### config.mk
export PLATFORM = sky130hd
export DESIGN_NAME = plrf_ram
export DESIGN_NICKNAME = d
export VERILOG_FILES = /design/src/hdl/plrf_ram.sv
export SDC_FILE = /design/constraint.sdc
export NUM_CORES = 1
export LEC_CHECK = 0
export BUFFER_PORTS_ARGS = -buffer_cell sky130_fd_sc_hd__clkbuf_2
export CORE_ASPECT_RATIO = 1.1
export CORE_MARGIN = 3
export CORE_UTILIZATION = 51
export DETAILED_ROUTE_END_ITERATION = 10
export HOLD_SLACK_MARGIN = 0.03
export PLACE_DENSITY = 0.65
export SLEW_MARGIN = 20
export SYNTH_ARGS = -nofsm -noshare
export SYNTH_HDL_FRONTEND = slang
export SYNTH_SLANG_ARGS = --single-unit
### constraint.sdc
create_clock -name clk_i -period 3.34 [get_ports clk_i]
set_input_delay 0.501 -clock clk_i [delete_from_list [all_inputs] [get_ports clk_i]]
set_output_delay 0.501 -clock clk_i [all_outputs]
set_load 0.02 [all_outputs]
### src/hdl/plrf_ram.sv
`timescale 1ns / 1ps
// ---------------------------------------------------------------------------
// Sample window memory
// Single write port and one registered read port holding the sample ring.
// ---------------------------------------------------------------------------
module plrf_ram #(
  parameter int unsigned DEPTH = 64,
  parameter int unsigned AW    = 6
) (
  input  logic               clk_i,
  input  logic               we_i,
  input  logic [AW-1:0]      waddr_i,
  input  logic signed [15:0] wdata_i,
  input  logic [AW-1:0]      raddr_i,
  output logic signed [15:0] rdata_o
);

  logic signed [15:0] mem_q [DEPTH];
  logic signed [15:0] rdata_q;

  always_ff @(posedge clk_i) begin
    if (we_i) begin
      mem_q[waddr_i] <= wdata_i;
    end
  end

  always_ff @(posedge clk_i) begin
    rdata_q <= mem_q[raddr_i];
  end

  assign rdata_o = rdata_q;

endmodule

==> flow_summary.yaml <==
detailed_routing:
  vias: 19459
  drt_first_pass_iters: 6
  routedWlPerCell_um: 30.9
  ant_nets: 0
  first_iter_violations: 2435
  finalWirelength_um: 97500
  viasPerCell: 6.16
  drc: 0
critical_path:
  setup.worst_path.class: "in2reg"
  slowest_delay_ns: 0.80
  crit_fanout: 22
  cp-start-kind: "input pin"
  worstPathArrival_ns: 3.01
  r2r_slack_ns: 1.15
  crit_required_ns: 3.83
  critPathCaptureType: "flop"
  cp_cell_sequence: "buf_8 > buf_12 > buf_4 > mux4_2 > mux2_2 > a221oi_1 > a311oi_1"
  slowest_stage: "a221oi_1"
clock_network:
  post_cts_resized: 0
  insertion_delay_ns: 0.66
  cts_tree: "done"
  postCtsSetupBuffers: 0
  cts_sinks: 1040
  root_buffer: "clkbuf_16"
  cts_buffer_depth: 3
  clk_pin_slew_ns: 0.06
  cts-htree-levels: 3
  numCtsBuffers: 99
  cts_hold_buf: 0
power_and_ir_drop:
  p_leak_nw: 14.7
  power_density_nw_per_um2: 598
  max-vdd-ir-drop_v: 0.000369
  power_w: 0.0273
timing:
  grt_setup_unrepaired: "no"
  finalCriticalPeriod_ns: 2.53
  skew_ns: 0.0369
  max_freq_mhz: 396
  worst_slack_ns: 0.815
  period_share_pct: 75.6
  holdWs_ns: 0.337
  hold_violations: 0
  slew_headroom_pct: 30.7
  setup_viol: 0
  worst_pin_slew_ns: 1.04
  maxSlewViolCount: 0
floorplanning:
  io_pins: 46
  die-width_um: 273
  fp.dieArea_um2: 81900
  core_area_um2: 77600
  rows: 107
  die_y_um: 300
  initial_core_util_pct: 51.6
finish:
  area_delta_synth_final_pct: 13.9
  final_util_pct: 58.7
  fin_nets: 2070
  drive_gt1_share_pct: 28.8
yosys:
  netlist_instances: 1829
  synth.distinct_cells: 43
  avgSynthCellArea_um2: 21.9
  yosysTopAreaCellShare_pct: 76.8
  synth_area_um2: 40000
  async_flop_share_pct: 0
  yosys_warnings: 0
  synth-edff-count: 1024
  ys_ff_latch: 1040
  synth_area_leaders: "edfxtp_1 (77%), mux4_2 (12%), mux2i_1 (2.1%)"
  yosysTopAreaCell: "edfxtp_1"
  yosysSeqAreaShare_pct: 77.6
  synth_ff_type: "edfxtp_1"
  syn_nets: 1859
placed_design:
  portBuffers: 45
  dp_hpwl_um: 61600
  dp_slack_ns: 0.0868
  gp_congestion: 0.852
grt:
  grt_pass1_vias: 19720
  grt_pass1_wl_um: 142000
  grt_max_degree: 65
  gr-total-overflow: 0
  antenna_found_initial: 6
  grtUsageTotal_pct: 24.3
job:
  drv_cap: 0
min_path:
  hold_path_class: "in2reg"
outcome:
  status: "complete, no violations"
path summary, 6_finish.rpt:
path | to | start | cells past startpoint
max | rdata_o[4] | raddr_i[0] | 7
min | mem_q[34][7] | wdata_i[7] | 1
min reg2reg | rdata_o[2] | mem_q[62][2] | 5
max reg2reg | rdata_o[5] | mem_q[15][5] | 5
worst max-delay path, delay by kind of cell:
family | cells | cell delay, ns
buffers and inverters | 3 | 0.75
muxes | 2 | 0.82
AOI/OAI and AO/OA | 2 | 0.90
state kept, by name (all words and copies together), names as in the netlist:
| signal | count |
|---|---|
| rdata_o | 16 |
| mem_q | 1024 |
cells in the mapped netlist (2+ instances only):
cell type	n
clkbuf_2	2
and2_1	2
nand3b_1	2
nand2b_1	3
a41oi_1	5
nand3_1	24
o21ai_0	5
nor2b_1	30
nor2_1	72
nor2_2	2
buf_12	5
nand4_1	12
clkbuf_1	24
o21ai_1	3
a211oi_1	8
and4_1	5
dfxtp_1	16
nor3_1	2
mux2i_1	85
buf_8	3
buf_6	17
edfxtp_1	1024
a31oi_1	8
nor4_2	3
a22o_1	6
a221o_1	6
a211o_1	8
a22oi_1	39
buf_4	13
a311oi_1	8
buf_2	36
buf_1	3
mux4_1	4
mux4_2	220
nand2_1	59
mux2_2	27
a221oi_1	16
a21oi_1	17
power breakdown:
group	switching, W	total [W]	internal [W]
combinational	0.000911	0.00144	0.000530
clock	0.00476	0.0113	0.00657
sequential	0.0000658	0.0145	0.0144
final cells by class:
class                           count  area [um^2]
Antenna cell                        3         7.51
Clock buffer                      114         2550
Clock inverter                     69          723
Fill cell                        5568        32100
Multi-Input combinational cell    685         8250
Sequential cell                  1040        31100
Tap cell                         1035         1290
Timing Repair Buffer              214         1690
kinds of logic after synthesis:
family	share of synthesized area (%)
flops	77.6
mux	15.5
simple gates	2.65
compound gates	2.41
buf+inv	1.83
cells in the final DEF (no fill, tap or decap), types with 5 or more instances in the layout:
| cell type | instances |
|---|---|
| and4_1 | 5 |
| nand2_1 | 59 |
| buf_4 | 154 |
| o21ai_0 | 5 |
| clkbuf_16 | 100 |
| clkbuf_1 | 14 |
| nor2_1 | 72 |
| a31oi_1 | 8 |
| edfxtp_1 | 1024 |
| a41oi_1 | 5 |
| nand4_1 | 12 |
| a22o_1 | 6 |
| nand3_1 | 24 |
| a21oi_1 | 17 |
| mux4_2 | 220 |
| a22oi_1 | 39 |
| a221oi_1 | 16 |
| buf_12 | 14 |
| a211oi_1 | 8 |
| clkinv_1 | 27 |
| a311oi_1 | 8 |
| bufinv_16 | 14 |
| a221o_1 | 6 |
| dfxtp_1 | 16 |
| mux2i_1 | 85 |
| a211o_1 | 8 |
| clkbuf_2 | 40 |
| mux2_2 | 27 |
| clkinv_2 | 17 |
| nor2b_1 | 30 |
layer usage:
layer	vias to the layer above	track usage (%)	wire length (um)
met4	2	7.23	2900
li1	8111	-	-
met2	863	38.4	47400
met3	153	6.09	9090
met5	-	0	11
met1	10330	33.8	38100
metrics by stage:
stage	instance area [um^2]	setup TNS, ns	instances
final	45600	0	3160
after global routing	45600	0	3158
after CTS	45600	0	3157
after detailed placement	42300	0	2974
after global placement	42300	-0.0123	2973
after floorplan	40000	0	1829
Note: power is estimated with default switching activity, not from simulation.
