[src/hdl/plrf_pkg.sv]
`timescale 1ns / 1ps
// ---------------------------------------------------------------------------
// Line fit filter package
// Shared types and constants of the sliding window line fit filter.
// ---------------------------------------------------------------------------
package plrf_pkg;

  localparam int unsigned DW = 64;

  typedef enum logic [2:0] {
    REG_WINDOW_SIZE   = 3'd0,
    REG_TRIGGER_FRAC  = 3'd1,
    REG_REL_ERR_THR   = 3'd2,
    REG_INIT_MAX      = 3'd3,
    REG_AUTO_MAX      = 3'd4
  } cfg_reg_e;

  typedef enum logic {
    ALU_MUL = 1'b0,
    ALU_DIV = 1'b1
  } alu_op_e;

  typedef struct packed {
    logic    start;
    alu_op_e op;
  } alu_ctrl_t;

  typedef enum logic [3:0] {
    ST_IDLE,
    ST_DROP,
    ST_WRITE,
    ST_CHECK,
    ST_SUM_RD,
    ST_SUM_ACC,
    ST_MUL,
    ST_MUL_WAIT,
    ST_FIT,
    ST_FIT_WAIT,
    ST_AVG,
    ST_AVG_WAIT,
    ST_OUT
  } state_e;

endpackage

[src/hdl/plrf_alu.sv]
`timescale 1ns / 1ps
// ---------------------------------------------------------------------------
// Shared multiply and divide unit
// Bit-serial shift-add multiplier and restoring divider, one bit a cycle.
// ---------------------------------------------------------------------------
module plrf_alu
  import plrf_pkg::*;
#(
  parameter int unsigned NW = 80
) (
  input  logic          clk_i,
  input  logic          rst_ni,
  input  alu_ctrl_t     ctrl_i,
  input  logic [NW-1:0] a_i,
  input  logic [DW-1:0] b_i,
  output logic          done_o,
  output logic [NW-1:0] res_o
);

  localparam int unsigned CNTW = $clog2(NW + 1);

  logic            busy_q;
  logic            done_q;
  logic [CNTW-1:0] cnt_q;
  alu_op_e         op_q;
  logic [NW-1:0]   acc_q;
  logic [NW-1:0]   opa_q;
  logic [DW-1:0]   opb_q;
  logic [DW:0]     trial;
  logic            fits;

  assign trial = {acc_q[DW-1:0], opa_q[NW-1]};
  assign fits  = trial >= {1'b0, opb_q};

  always_ff @(posedge clk_i or negedge rst_ni) begin
    if (!rst_ni) begin
      busy_q <= 1'b0;
      done_q <= 1'b0;
      cnt_q  <= '0;
      op_q   <= ALU_MUL;
    end else begin
      done_q <= 1'b0;
      if (ctrl_i.start) begin
        busy_q <= 1'b1;
        op_q   <= ctrl_i.op;
        cnt_q  <= (ctrl_i.op == ALU_MUL) ? CNTW'(DW) : CNTW'(NW);
      end else if (busy_q) begin
        cnt_q <= cnt_q - 1'b1;
        if (cnt_q == CNTW'(1)) begin
          busy_q <= 1'b0;
          done_q <= 1'b1;
        end
      end
    end
  end

  always_ff @(posedge clk_i) begin
    if (ctrl_i.start) begin
      acc_q <= '0;
      opa_q <= a_i;
      opb_q <= b_i;
    end else if (busy_q) begin
      if (op_q == ALU_MUL) begin
        if (opb_q[0]) begin
          acc_q <= acc_q + opa_q;
        end
        opa_q <= {opa_q[NW-2:0], 1'b0};
        opb_q <= {1'b0, opb_q[DW-1:1]};
      end else begin
        acc_q <= fits ? NW'(trial - {1'b0, opb_q}) : NW'(trial);
        opa_q <= {opa_q[NW-2:0], fits};
      end
    end
  end

  assign done_o = done_q;
  assign res_o  = (op_q == ALU_MUL) ? acc_q : opa_q;

endmodule
[config.mk]
export PLATFORM = sky130hd
export DESIGN_NAME = plrf_alu
export DESIGN_NICKNAME = d
export VERILOG_FILES = /design/src/hdl/plrf_pkg.sv /design/src/hdl/plrf_alu.sv
export SDC_FILE = /design/constraint.sdc
export NUM_CORES = 1
export LEC_CHECK = 0
export BUFFER_PORTS_ARGS = -buffer_cell sky130_fd_sc_hd__buf_2
export CAP_MARGIN = 20
export CORE_MARGIN = 3
export CORE_UTILIZATION = 60
export DETAILED_ROUTE_END_ITERATION = 10
export HOLD_SLACK_MARGIN = 0.03
export PLACE_DENSITY = 0.83
export SYNTH_ARGS = -nofsm -noshare
export SYNTH_HDL_FRONTEND = slang
export SYNTH_SLANG_ARGS = --single-unit
[constraint.sdc]
create_clock -name clk_i -period 7.1 [get_ports clk_i]
set_input_delay 0.71 -clock clk_i [delete_from_list [all_inputs] [get_ports clk_i]]
set_output_delay 0.71 -clock clk_i [all_outputs]
set_load 0.02 [all_outputs]
==> results.ini <==
[pwr]
pwr-share-seq = 0.225
static-leakage-power_nw = 9.72
p_sw_frac = 0.475
peakVddDrop_mv = 0.289
internal_power_mw = 4.95
p_comb_frac = 0.603
post-layout-total-power_mw = 9.41
powerDensity_nw_per_um2 = 418
power_frac_clock = 0.172
net-switching-power_mw = 4.47

[detailed_routing]
drt_wl_total_um = 62200
route.detailed.wl_per_inst_um = 20.7
remaining_drc_errors = 0
number_of_iterations_in_the_first_detailed_routing_pass = 9
vias_per_cell = 6.45
residual_antenna_violating_net_count_after_detailed_routing = 0
detailroute.via_count = 19400
initialDrtViolationCount = 1768

[run]
cap_violations = 0

[layout]
final_design_area_no_fill_sq_um = 22500
ff_latch_area_sq_um = 6180
post_route_cells_drive_above_1_share = 0.192
stdcell_count = 3001
area_growth_syn_to_fin_pct = 11.5
nets = 2830
final_common_cell = nand2_1
fillers = 2688
antenna_cells = 0
final_cell_mix = nand2_1, a21oi_1, buf_2, o21ai_0, nor2_1
multi_input_logic_area_sq_um = 13000

[synth]
synthTopCellsByArea = edfxtp_1, ha_1, mux2_2
syn-num-nets = 2697
syn_inst = 2402
yosysTopAreaCell = edfxtp_1
ys.flop_type = edfxtp_1
seq_area_frac_synth = 0.306
ys_seq_elements = 234
proportion_of_synthesized_flip_flops_having_asynchronous_set_or_reset = 0.0427
syn-cell-area_sq_um = 20200
yosys_warnings = 0
yosys.cell_types.count = 89
synth_enable_flop_cells = 144
post_synth_top_area_share = 0.214
postSynthAreaPerCell_sq_um = 8.40

[placement]
gpl_congestion = 1.01
pre_cts_ws_ps = 2490
dpl_cell_area_sq_um = 21400
post-place-cells = 2943
place.port_buffers = 228
hpwlAfterDp_um = 46600

[clock_network]
clkTransAtPathRegs_ps = 60
numClockSinks = 234
clock_path_buffers = 3
clk-insertion-delay-late_ps = 580
tritoncts = yes
cts_resized = 0
cts-htree-levels = 1
buffer_cell_driving_the_clock_tree_root = clkbuf_16
numCtsBuffers = 30

[die]
core_region_area_sq_um = 32900
die-area_sq_um = 35900
die_y_um = 189
chipWidth_um = 189
placementRows = 66
start_util = 0.614
boundaryPins = 229

[global_routing]
number_of_antenna_violations_at_the_first_check_in_global_routing = 1
grt_start_max_net_pins = 105
grt_pass1_vias = 18600
grtUsageTotal = 0.333
global_route_wire_length_before_repair_um = 97800
grt_overflow = 0

[sta]
clock_skew_ps = 14.9
post-route-min-period_ps = 4660
achievable-frequency_ghz = 0.214
timing.final.setup_violations = 0
final.period_utilization = 0.657
drv_slew = 0
rsz_0062_raised_after_global_routing = false
maxSlewHeadroom = 0.323
finalHoldViolations = 0
fin_tns_setup_ps = 0
finalWorstSetupSlack_ps = 2440
max_slew.worst_pin.slew_ps = 1020

[outcome]
outcome = finished clean

[worst_setup_path]
worstSetupEndpointType = flop
cp_data_required_time_ps = 7580
critPathLaunchType = flop
critical_path_peak_fanout = 37
worst_ep_arrival_time_ps = 5140
worstSetupPathType = reg2reg

[worst_hold_path]
hp-class = in2reg

==> timing repair <==
action	4_1_cts	5_1_grt
endpoints found under the hold margin	10	0
endpoints found under the setup margin	0	0
buffers inserted	0	0
hold buffers	1	0
==> worst max-delay path, stage by stage, from the launching register on <==
cell	delay [ps]
edfxtp_1	440
inv_1	90
ha_1	190
inv_1	70
fa_1	400
a21oi_1	260
o22ai_1	130
nor3_1	360
o32ai_2	190
o31ai_2	300
a21oi_2	130
a31oi_4	840
buf_4	540
mux2i_1	260
nor2_1	60
o221ai_1	220
nand2_1	70
==> state kept, by name, indices dropped and copies added (netlist names) <==
register  count
acc_q        80
opa_q        80
opb_q        64
cnt_q         7
busy_q        1
done_o        1
op_q          1
==> cell families (layout without fill, tap and decap cells) <==
kind of cell             Yosys count  in the layout  share of synthesized area
AO/OA/AOI/OAI                    779            779                      0.243
XOR/XNOR                         133            133                     0.0577
adder cells (fa/ha/maj)          147            147                     0.0919
buffers and inverters            254            411                     0.0499
flip-flops                       234            234                      0.306
multiplexers                     178            178                     0.0980
AND/OR/NAND/NOR                  677            677                      0.154
==> metrics by stage <==
stage,hold slack (ps),utilization
global route,397,0.684
CTS,355,0.684
floorplan,414,-
detailed placement,506,0.652
finish,360,0.684
global placement,499,0.652
==> power groups by stage <==
stage	combinational [mW]	sequential [mW]	clock [mW]
final	5.68	2.12	1.62
after global routing	6.18	2.15	1.68
after CTS	5.54	2.10	1.62
after detailed placement	5.49	2.12	0
after global placement	5.39	2.11	0
after floorplan	4.29	1.98	0
==> metal layers <==
layer	global-route usage	part of all wire	up-vias
li1	-	-	9109
met2	0.554	0.46	990
met4	0.125	0.044	2
met3	0.0580	0.084	203
met5	0	0.00031	-
met1	0.434	0.41	9063
==> synthesized netlist by cell type (20+ instances only) <==
cell type and number:
dfxtp_1 80, mux2i_1 21, a21oi_1 229, nand2_1 261, o21ai_0 214, ha_1 145
nand3_1 26, nand4_1 52, inv_1 110, a21o_1 64, a31oi_1 22, o21bai_1 44
nor3_1 62, xnor2_1 84, buf_2 20, clkbuf_1 109, a211oi_1 27, mux2_2 157
nor2_1 172, edfxtp_1 144, o211ai_1 28, xor2_1 49
==> final timing paths <==
path | end | from | slack, ps | cells after the start
max | acc_q[56] | opa_q[79] | 2440 | 16
min | op_q | ctrl_i[0] | 360 | 3
max reg2reg | acc_q[56] | opa_q[79] | 2440 | 16
min reg2reg | acc_q[66] | acc_q[66] | 510 | 2
max in group asynchronous | op_q | rst_ni | 6330 | 2
min in group asynchronous | cnt_q[5] | rst_ni | 550 | 2
==> cell type report <==
| class | count | area share |
|---|---|---|
| clock buffer | 37 | 0.0378 |
| inverter | 110 | 0.0184 |
| tap | 442 | 0.0246 |
| clock inverter | 19 | 0.00884 |
| multi-input combinational | 1914 | 0.579 |
| sequential | 234 | 0.275 |
| timing repair buffer | 245 | 0.0571 |
No activity file was read; power rests on OpenSTA's default activity.
